File: src/hdl/utfd_pkg.sv
package utfd_pkg;

  // Byte class masks and patterns
  localparam logic [7:0] LeadMask1  = 8'h80;
  localparam logic [7:0] LeadMask2  = 8'hE0;
  localparam logic [7:0] LeadPat2   = 8'hC0;
  localparam logic [7:0] LeadMask3  = 8'hF0;
  localparam logic [7:0] LeadPat3   = 8'hE0;
  localparam logic [7:0] LeadMask4  = 8'hF8;
  localparam logic [7:0] LeadPat4   = 8'hF0;
  localparam logic [7:0] ContMask   = 8'hC0;
  localparam logic [7:0] ContPat    = 8'h80;
  localparam logic [7:0] Pay2Mask   = 8'h1F;
  localparam logic [7:0] Pay3Mask   = 8'h0F;
  localparam logic [7:0] Pay4Mask   = 8'h07;
  localparam logic [7:0] ContPay    = 8'h3F;

  localparam int CpW  = 21;
  localparam int LenW = 3;
  localparam int RemW = 2;

  // Sequence lengths
  localparam logic [LenW-1:0] Len0 = 3'd0;
  localparam logic [LenW-1:0] Len1 = 3'd1;
  localparam logic [LenW-1:0] Len2 = 3'd2;
  localparam logic [LenW-1:0] Len3 = 3'd3;
  localparam logic [LenW-1:0] Len4 = 3'd4;

  // Smallest legal two-byte payload
  localparam logic [4:0] MinPay2 = 5'd2;

  // Queue between front and back
  localparam int QDepth = 4;
  localparam int QPtrW  = $clog2(QDepth);
  localparam int QCntW  = $clog2(QDepth + 1);

  // One queue entry: an optional error beat, then the main beat
  typedef struct packed {
    logic            pre_err;
    logic [CpW-1:0]  cp;
    logic [LenW-1:0] len;
    logic            err;
  } res_entry_t;

endpackage

File: src/hdl/utfd_front.sv
module utfd_front (
  input  logic                clk,
  input  logic                rst_n,
  input  logic                in_valid,
  output logic                in_ready,
  input  logic [7:0]          in_byte,
  input  logic                q_full,
  output logic                q_push,
  output utfd_pkg::res_entry_t q_entry
);

  logic [utfd_pkg::CpW-1:0]  partial_r, partial_nxt;
  logic [utfd_pkg::RemW-1:0] rem_r, rem_nxt;
  logic [utfd_pkg::LenW-1:0] total_r, total_nxt;

  // lead byte decode
  logic                      lead_has;
  logic [utfd_pkg::CpW-1:0]  lead_cp;
  logic [utfd_pkg::LenW-1:0] lead_len;
  logic                      lead_err;
  logic [utfd_pkg::CpW-1:0]  lead_part;
  logic [utfd_pkg::RemW-1:0] lead_rem;
  logic [utfd_pkg::LenW-1:0] lead_tot;
  logic                      accept;
  logic                      is_cont;
  logic [utfd_pkg::CpW-1:0]  shifted;
  logic                      produce;
  utfd_pkg::res_entry_t      entry;

  assign in_ready = !q_full;
  assign accept   = in_valid && in_ready;
  assign is_cont  = (in_byte & utfd_pkg::ContMask) == utfd_pkg::ContPat;
  assign shifted  = {partial_r[utfd_pkg::CpW-7:0], 6'(in_byte & utfd_pkg::ContPay)};

  always_comb begin
    lead_has  = 1'b1;
    lead_cp   = '0;
    lead_len  = utfd_pkg::Len0;
    lead_err  = 1'b1;
    lead_part = '0;
    lead_rem  = '0;
    lead_tot  = utfd_pkg::Len0;
    if ((in_byte & utfd_pkg::LeadMask1) == 8'h00) begin
      lead_cp  = utfd_pkg::CpW'(in_byte);
      lead_len = utfd_pkg::Len1;
      lead_err = 1'b0;
    end else if ((in_byte & utfd_pkg::LeadMask2) == utfd_pkg::LeadPat2) begin
      if (in_byte[4:0] >= utfd_pkg::MinPay2) begin
        lead_has  = 1'b0;
        lead_part = utfd_pkg::CpW'(in_byte & utfd_pkg::Pay2Mask);
        lead_rem  = 2'd1;
        lead_tot  = utfd_pkg::Len2;
      end
    end else if ((in_byte & utfd_pkg::LeadMask3) == utfd_pkg::LeadPat3) begin
      lead_has  = 1'b0;
      lead_part = utfd_pkg::CpW'(in_byte & utfd_pkg::Pay3Mask);
      lead_rem  = 2'd2;
      lead_tot  = utfd_pkg::Len3;
    end else if ((in_byte & utfd_pkg::LeadMask4) == utfd_pkg::LeadPat4) begin
      lead_has  = 1'b0;
      lead_part = utfd_pkg::CpW'(in_byte & utfd_pkg::Pay4Mask);
      lead_rem  = 2'd3;
      lead_tot  = utfd_pkg::Len4;
    end
  end

  // sequence state and result entry
  always_comb begin
    partial_nxt   = partial_r;
    rem_nxt       = rem_r;
    total_nxt     = total_r;
    produce       = 1'b0;
    entry.pre_err = 1'b0;
    entry.cp      = lead_cp;
    entry.len     = lead_len;
    entry.err     = lead_err;
    if (rem_r == '0) begin
      produce     = lead_has;
      partial_nxt = lead_part;
      rem_nxt     = lead_rem;
      total_nxt   = lead_tot;
    end else if (is_cont) begin
      rem_nxt = rem_r - 2'd1;
      if (rem_r == 2'd1) begin
        produce     = 1'b1;
        entry.cp    = shifted;
        entry.len   = total_r;
        entry.err   = 1'b0;
        partial_nxt = '0;
        total_nxt   = utfd_pkg::Len0;
      end else begin
        partial_nxt = shifted;
      end
    end else begin
      // broken sequence: error, then the byte restarts as a lead
      produce     = 1'b1;
      partial_nxt = lead_part;
      rem_nxt     = lead_rem;
      total_nxt   = lead_tot;
      if (lead_has) begin
        entry.pre_err = 1'b1;
      end else begin
        entry.cp  = '0;
        entry.len = utfd_pkg::Len0;
        entry.err = 1'b1;
      end
    end
  end

  assign q_push  = accept && produce;
  assign q_entry = entry;

  always_ff @(posedge clk) begin
    if (!rst_n) begin
      partial_r <= '0;
      rem_r     <= '0;
      total_r   <= '0;
    end else if (accept) begin
      partial_r <= partial_nxt;
      rem_r     <= rem_nxt;
      total_r   <= total_nxt;
    end
  end

endmodule

File: src/hdl/utfd_queue.sv
module utfd_queue (
  input  logic                 clk,
  input  logic                 rst_n,
  input  logic                 push,
  input  utfd_pkg::res_entry_t push_entry,
  output logic                 full,
  input  logic                 pop,
  output logic                 not_empty,
  output utfd_pkg::res_entry_t head
);

  utfd_pkg::res_entry_t mem [utfd_pkg::QDepth];
  logic [utfd_pkg::QPtrW-1:0] wr_ptr_r, wr_ptr_nxt;
  logic [utfd_pkg::QPtrW-1:0] rd_ptr_r, rd_ptr_nxt;
  logic [utfd_pkg::QCntW-1:0] cnt_r, cnt_nxt;
  logic                       do_pop;

  assign full      = cnt_r == utfd_pkg::QCntW'(utfd_pkg::QDepth);
  assign not_empty = cnt_r != '0;
  assign head      = mem[rd_ptr_r];
  assign do_pop    = pop && not_empty;

  // pointer and count update
  always_comb begin
    wr_ptr_nxt = wr_ptr_r;
    rd_ptr_nxt = rd_ptr_r;
    cnt_nxt    = cnt_r;
    if (push) begin
      wr_ptr_nxt = wr_ptr_r + 1'b1;
    end
    if (do_pop) begin
      rd_ptr_nxt = rd_ptr_r + 1'b1;
    end
    if (push && !do_pop) begin
      cnt_nxt = cnt_r + 1'b1;
    end else if (!push && do_pop) begin
      cnt_nxt = cnt_r - 1'b1;
    end
  end

  always_ff @(posedge clk) begin
    if (!rst_n) begin
      wr_ptr_r <= '0;
      rd_ptr_r <= '0;
      cnt_r    <= '0;
    end else begin
      wr_ptr_r <= wr_ptr_nxt;
      rd_ptr_r <= rd_ptr_nxt;
      cnt_r    <= cnt_nxt;
    end
  end

  // storage
  always_ff @(posedge clk) begin
    if (push) begin
      mem[wr_ptr_r] <= push_entry;
    end
  end

endmodule

File: src/hdl/utfd_back.sv
module utfd_back (
  input  logic                     clk,
  input  logic                     rst_n,
  input  logic                     q_not_empty,
  input  utfd_pkg::res_entry_t     q_head,
  output logic                     q_pop,
  output logic                     out_valid,
  input  logic                     out_ready,
  output logic [utfd_pkg::CpW-1:0] out_code_point,
  output logic [utfd_pkg::LenW-1:0] out_seq_length,
  output logic                     out_is_error,
  output logic                     out_is_last
);

  logic                 busy_r, busy_nxt;
  logic                 pre_r, pre_nxt;
  utfd_pkg::res_entry_t ent_r;
  logic                 beat_done;

  assign beat_done = busy_r && out_ready;
  assign q_pop     = q_not_empty && (!busy_r || (out_ready && !pre_r));

  // beat sequencing: optional error beat, then the main beat
  always_comb begin
    busy_nxt = busy_r;
    pre_nxt  = pre_r;
    if (q_pop) begin
      busy_nxt = 1'b1;
      pre_nxt  = q_head.pre_err;
    end else if (beat_done) begin
      if (pre_r) begin
        pre_nxt = 1'b0;
      end else begin
        busy_nxt = 1'b0;
      end
    end
  end

  always_ff @(posedge clk) begin
    if (!rst_n) begin
      busy_r <= 1'b0;
      pre_r  <= 1'b0;
    end else begin
      busy_r <= busy_nxt;
      pre_r  <= pre_nxt;
    end
  end

  always_ff @(posedge clk) begin
    if (q_pop) begin
      ent_r <= q_head;
    end
  end

  assign out_valid      = busy_r;
  assign out_code_point = pre_r ? '0 : ent_r.cp;
  assign out_seq_length = pre_r ? utfd_pkg::Len0 : ent_r.len;
  assign out_is_error   = pre_r ? 1'b1 : ent_r.err;
  assign out_is_last    = !pre_r;

endmodule

File: src/hdl/utf8_stream_decoder.sv
// UTF-8 stream decoder.
// Input channel (in_valid/in_ready/in_byte) takes one byte per beat. Result
// channel (out_valid/out_ready/out_*) gives one result per beat: a code point
// with its sequence length, or an error flag with code point and length zero.
// A byte can cause zero, one or two results; out_is_last marks the final
// result of a byte. A broken sequence gives an error beat, and the same byte is
// then handled as a new lead.
// A result is written into the queue when the byte that completes it is accepted,
// then moves into the back-end output register, from which it leaves.
// Throughput: one byte per cycle while the queue is not full; a byte with two
// results holds the back end for both of its beats. The front decodes each byte
// combinationally; the back end drains one beat per cycle while out_ready is high.
// A 4-entry queue sits between decode and output; when the receiver stalls,
// the queue fills and in_ready drops only once it is full.
// Reset (rst_n, synchronous, active low) empties the queue and output and
// returns the decoder to waiting for a lead byte. A sequence cut off by reset before
// its last byte gives no result.
module utf8_stream_decoder (
  input  logic                      clk,
  input  logic                      rst_n,
  input  logic                      in_valid,
  output logic                      in_ready,
  input  logic [7:0]                in_byte,
  output logic                      out_valid,
  input  logic                      out_ready,
  output logic [utfd_pkg::CpW-1:0]  out_code_point,
  output logic [utfd_pkg::LenW-1:0] out_seq_length,
  output logic                      out_is_error,
  output logic                      out_is_last
);

  logic                 q_full;
  logic                 q_push;
  logic                 q_pop;
  logic                 q_not_empty;
  utfd_pkg::res_entry_t q_entry;
  utfd_pkg::res_entry_t q_head;

  utfd_front u_front (
    .clk      (clk),
    .rst_n    (rst_n),
    .in_valid (in_valid),
    .in_ready (in_ready),
    .in_byte  (in_byte),
    .q_full   (q_full),
    .q_push   (q_push),
    .q_entry  (q_entry)
  );

  utfd_queue u_queue (
    .clk        (clk),
    .rst_n      (rst_n),
    .push       (q_push),
    .push_entry (q_entry),
    .full       (q_full),
    .pop        (q_pop),
    .not_empty  (q_not_empty),
    .head       (q_head)
  );

  utfd_back u_back (
    .clk            (clk),
    .rst_n          (rst_n),
    .q_not_empty    (q_not_empty),
    .q_head         (q_head),
    .q_pop          (q_pop),
    .out_valid      (out_valid),
    .out_ready      (out_ready),
    .out_code_point (out_code_point),
    .out_seq_length (out_seq_length),
    .out_is_error   (out_is_error),
    .out_is_last    (out_is_last)
  );

endmodule

File: config.mk
export PLATFORM = sky130hd
export DESIGN_NAME = utf8_stream_decoder
export DESIGN_NICKNAME = d
export VERILOG_FILES = /design/src/hdl/utfd_pkg.sv /design/src/hdl/utfd_front.sv /design/src/hdl/utfd_queue.sv /design/src/hdl/utfd_back.sv /design/src/hdl/utf8_stream_decoder.sv
export SDC_FILE = /design/constraint.sdc
export NUM_CORES = 1
export LEC_CHECK = 0
export BUFFER_PORTS_ARGS = -buffer_cell sky130_fd_sc_hd__clkbuf_2
export CORE_UTILIZATION = 54
export CTS_CLUSTER_DIAMETER = 80
export DETAILED_ROUTE_END_ITERATION = 16
export PLACE_DENSITY = 0.82
export SYNTH_ARGS = -nofsm -noshare
export SYNTH_HDL_FRONTEND = slang
export SYNTH_SLANG_ARGS = --single-unit
File: constraint.sdc
create_clock -name clk -period 3.2 [get_ports clk]
set_input_delay 0.32 -clock clk [delete_from_list [all_inputs] [get_ports clk]]
set_output_delay 0.32 -clock clk [all_outputs]
set_load 0.005 [all_outputs]
==> summary.txt <==
Dpl cells: 556
CTS tree: done
FF+latch count, synth: 160
Post-Synth Adder-Cell Area: 1.69%
Slew Limit Fails: 0
Antenna violations before repair: 0
Rows: 39
Max incr delay on CP: 440 ps
Syn nets: 405
Initial Utilization: 55.6%
Critical Path Fanout Max: 6
Die Span Y: 110 µm
Setup TNS: 0 ps
Final setup margin: 329 ps
Root Driver: clkbuf_16
Drt pass-1 iters: 5
Clock power share: 32.7%
Hold bufs inserted after CTS: 0
Status: completed
Core area: 11400 µm²
Clk slew on worst S/H paths: 60 ps
WL/cell: 19.8 µm
Net Sw Power: 1.56 mW
CP Launch Type: flip-flop
Slew @ Worst Pin: 575 ps
Share of the synthesized area in the top cell type: 61.0%
Post-synth ARST share: 0%
Final net count: 453
Final ANT Viol Nets: 0
CP Cell Sequence: inv_1 -> ha_1 -> or4b_1 -> nand3_1 -> a31oi_4 -> ha_1 -> inv_1 -> fa_1 -> xor2_1 -> or3_1 -> a21boi_0
Total Power: 6.01 mW
Clock Sink Count: 160
Crit Path Class: flip-flop to flip-flop
Mean Syn Cell Area: 16.5 µm²
Total Routing Usage GR: 20.7%
DIE WIDTH: 110 µm
Inserted Clock Buffers: 17
Worst R2R Setup Slack: 330 ps
DR DRC count: 0
Final Skew: 8.70 ps
Peak supply drop: 0.000595 V
Sw Share: 25.9%
IO Count: 40
Static leakage power: 2.56 nW
CTS Buffer Depth: 2
Commonest cells in the netlist: edfxtp_1 (129), nor2b_1 (37), dfxtp_1 (31)
Synth Area in XOR/XNOR: 0.414%
Critical Path RT: 3550 ps
Most common cell in the netlist: edfxtp_1
Global-route wire length before repair: 18.5 mm
Max Fclk: 0.348 GHz
Share of layout cells above drive strength 1: 25.3%
Slowest-stage cell, CP: fa_1
Setup violations, final: 0
Register share of total power: 46.5%
Crit path max-delay family: adder cells
Register area share after synthesis: 70.8%
Placed inst area: 6710 µm²
Area grow syn2layout: 15.0%
Internal: 4.45 mW
Pin count of the biggest net entering global routing: 35
EDFF count, synth: 129
Finished Layout Cells: 589
Clk Latency, worst-skew pair: 420 ps
Post-place setup slack: 153 ps
Buf/Inv on CP: 2
Synth Cell Area: 6350 µm²
WL final: 11.7 mm
Area of the die: 12200 µm²
Drt via density: 5.72
RSZ-0062 raised after global routing: no
Vias in the first global route: 3483
Cell taking the most area after synthesis: edfxtp_1
Pwr Density: 822 nW/µm²
Final period util: 89.7%
Synth Warn #: 0
Critical Path Sink Type: flip-flop
Main combinational cell family by area after synthesis: simple AND/OR/NAND/NOR gates
Hpwl dp: 6.68 mm
Slew headroom: 61.7%
Minimum clock period: 2870 ps
Htree depth: 4
Initial drt markers: 242
DR vias: 3367
Data arrival, critical path: 3220 ps
Synth cell types: 47
Syn Inst Count: 385
Ant. Diodes: 0
Logic pwr share: 20.8%
Max-Cap Viols: 0
Main area contributors after synthesis: edfxtp_1 (61%), dfxtp_1 (9.8%), mux4_2 (9.2%)
I/O Buffers: 39
Simple-Gate Fraction of Synth Area: 10.4%
Compound-Gate Fraction of Synth Area: 4.71%
Multiplexer share of the synthesized area: 9.85%
HP Class: input pin to flip-flop
Final GP Congestion: 0.826
Final instance area: 7300 µm²
Most used DFF post-synth: edfxtp_1
Global route overflow: 0
Hold Fails Final Rpt: 0
==> registers in the layout, summed over array words and instances, names as in the netlist, named ones only <==
name / cells
u_queue.cnt_r: 3
u_back.ent_r: 25
u_back.out_valid: 1
u_front.total_r: 3
u_back.pre_r: 1
u_queue.wr_ptr_r: 2
u_front.rem_r: 2
u_queue.rd_ptr_r: 2
u_queue.mem: 104
u_front.partial_r: 15
==> worst reg2reg max path, cell delays in order (launching register included) <==
cell	delay, ps
dfxtp_1	310
inv_1	80
ha_1	240
or4b_1	270
nand3_1	260
a31oi_4	270
ha_1	230
inv_1	70
fa_1	440
xor2_1	170
or3_1	320
a21boi_0	160
==> area by class of cell <==
| cell class | instances | area (µm²) |
|---|---|---|
| fillers | 823 | 4120 |
| well taps | 143 | 179 |
| inverters | 12 | 45.0 |
| clock buffers | 25 | 508 |
| multi-input cells | 193 | 1730 |
| flip-flops and latches | 160 | 4500 |
| repair buffers | 49 | 270 |
| clock inverters | 7 | 72.6 |
==> through the flow <==
stage                     hold slack, ps  utilization, %
after detailed placement             463            58.7
after floorplan                      436               -
after global placement               455            58.7
after global routing                 169            64.0
after CTS                            159            63.8
final                                179            64.0
==> metal layers <==
| layer | up-vias | track usage, % | wire length, µm |
|---|---|---|---|
| li1 | 1550 | - | - |
| met3 | 17 | 5.71 | 622 |
| met4 | 0 | 8.98 | 200 |
| met1 | 1696 | 25.7 | 4850 |
| met2 | 104 | 34.3 | 6000 |
| met5 | - | 0 | 0 |
==> worst paths after layout <==
check / endpoint / startpoint / cells after the start
min: u_front.partial_r[1]$_SDFFE_PN0P_ / in_byte[1] / 2
max: u_queue.cnt_r[2]$_SDFFE_PN0P_ / u_front.rem_r[1]$_SDFFE_PN0P_ / 11
max reg2reg: u_queue.cnt_r[2]$_SDFFE_PN0P_ / u_front.rem_r[1]$_SDFFE_PN0P_ / 11
min reg2reg: u_front.total_r[0]$_SDFFE_PN0P_ / u_front.total_r[0]$_SDFFE_PN0P_ / 2
==> layout by cell type, fill, tap and decap left out, types with 7 or more instances in the layout <==
cell type  count
a21boi_0       9
a22oi_1       10
nand2_1       18
inv_1         12
ha_1           7
edfxtp_1     129
buf_4         10
mux4_2        26
clkbuf_2      39
and2_1        28
dfxtp_1       30
nor2b_1       37
clkbuf_16     19
==> what timing repair did <==
action	in CTS	in global routing
endpoints found under the setup margin	0	1
setup buffers	0	1
resized for setup	0	1
==> power by group through the flow <==
| stage | clock (mW) | combinational [mW] | sequential (mW) |
|---|---|---|---|
| after global placement | 0 | 1.22 | 2.82 |
| after floorplan | 0 | 0.846 | 2.78 |
| after global routing | 2.07 | 1.38 | 2.83 |
| after CTS | 1.99 | 1.27 | 2.80 |
| final | 1.96 | 1.25 | 2.79 |
| after detailed placement | 0 | 1.26 | 2.84 |
==> cells by family after synthesis <==
logic type,Yosys count
AOI/OAI and AO/OA,41
xor gates and xnor gates,3
adders and majority gates,8
buffers and inverters,32
DFF,160
muxes,30
and+or+nand+nor,111
Power figures use the tool's default switching activity.
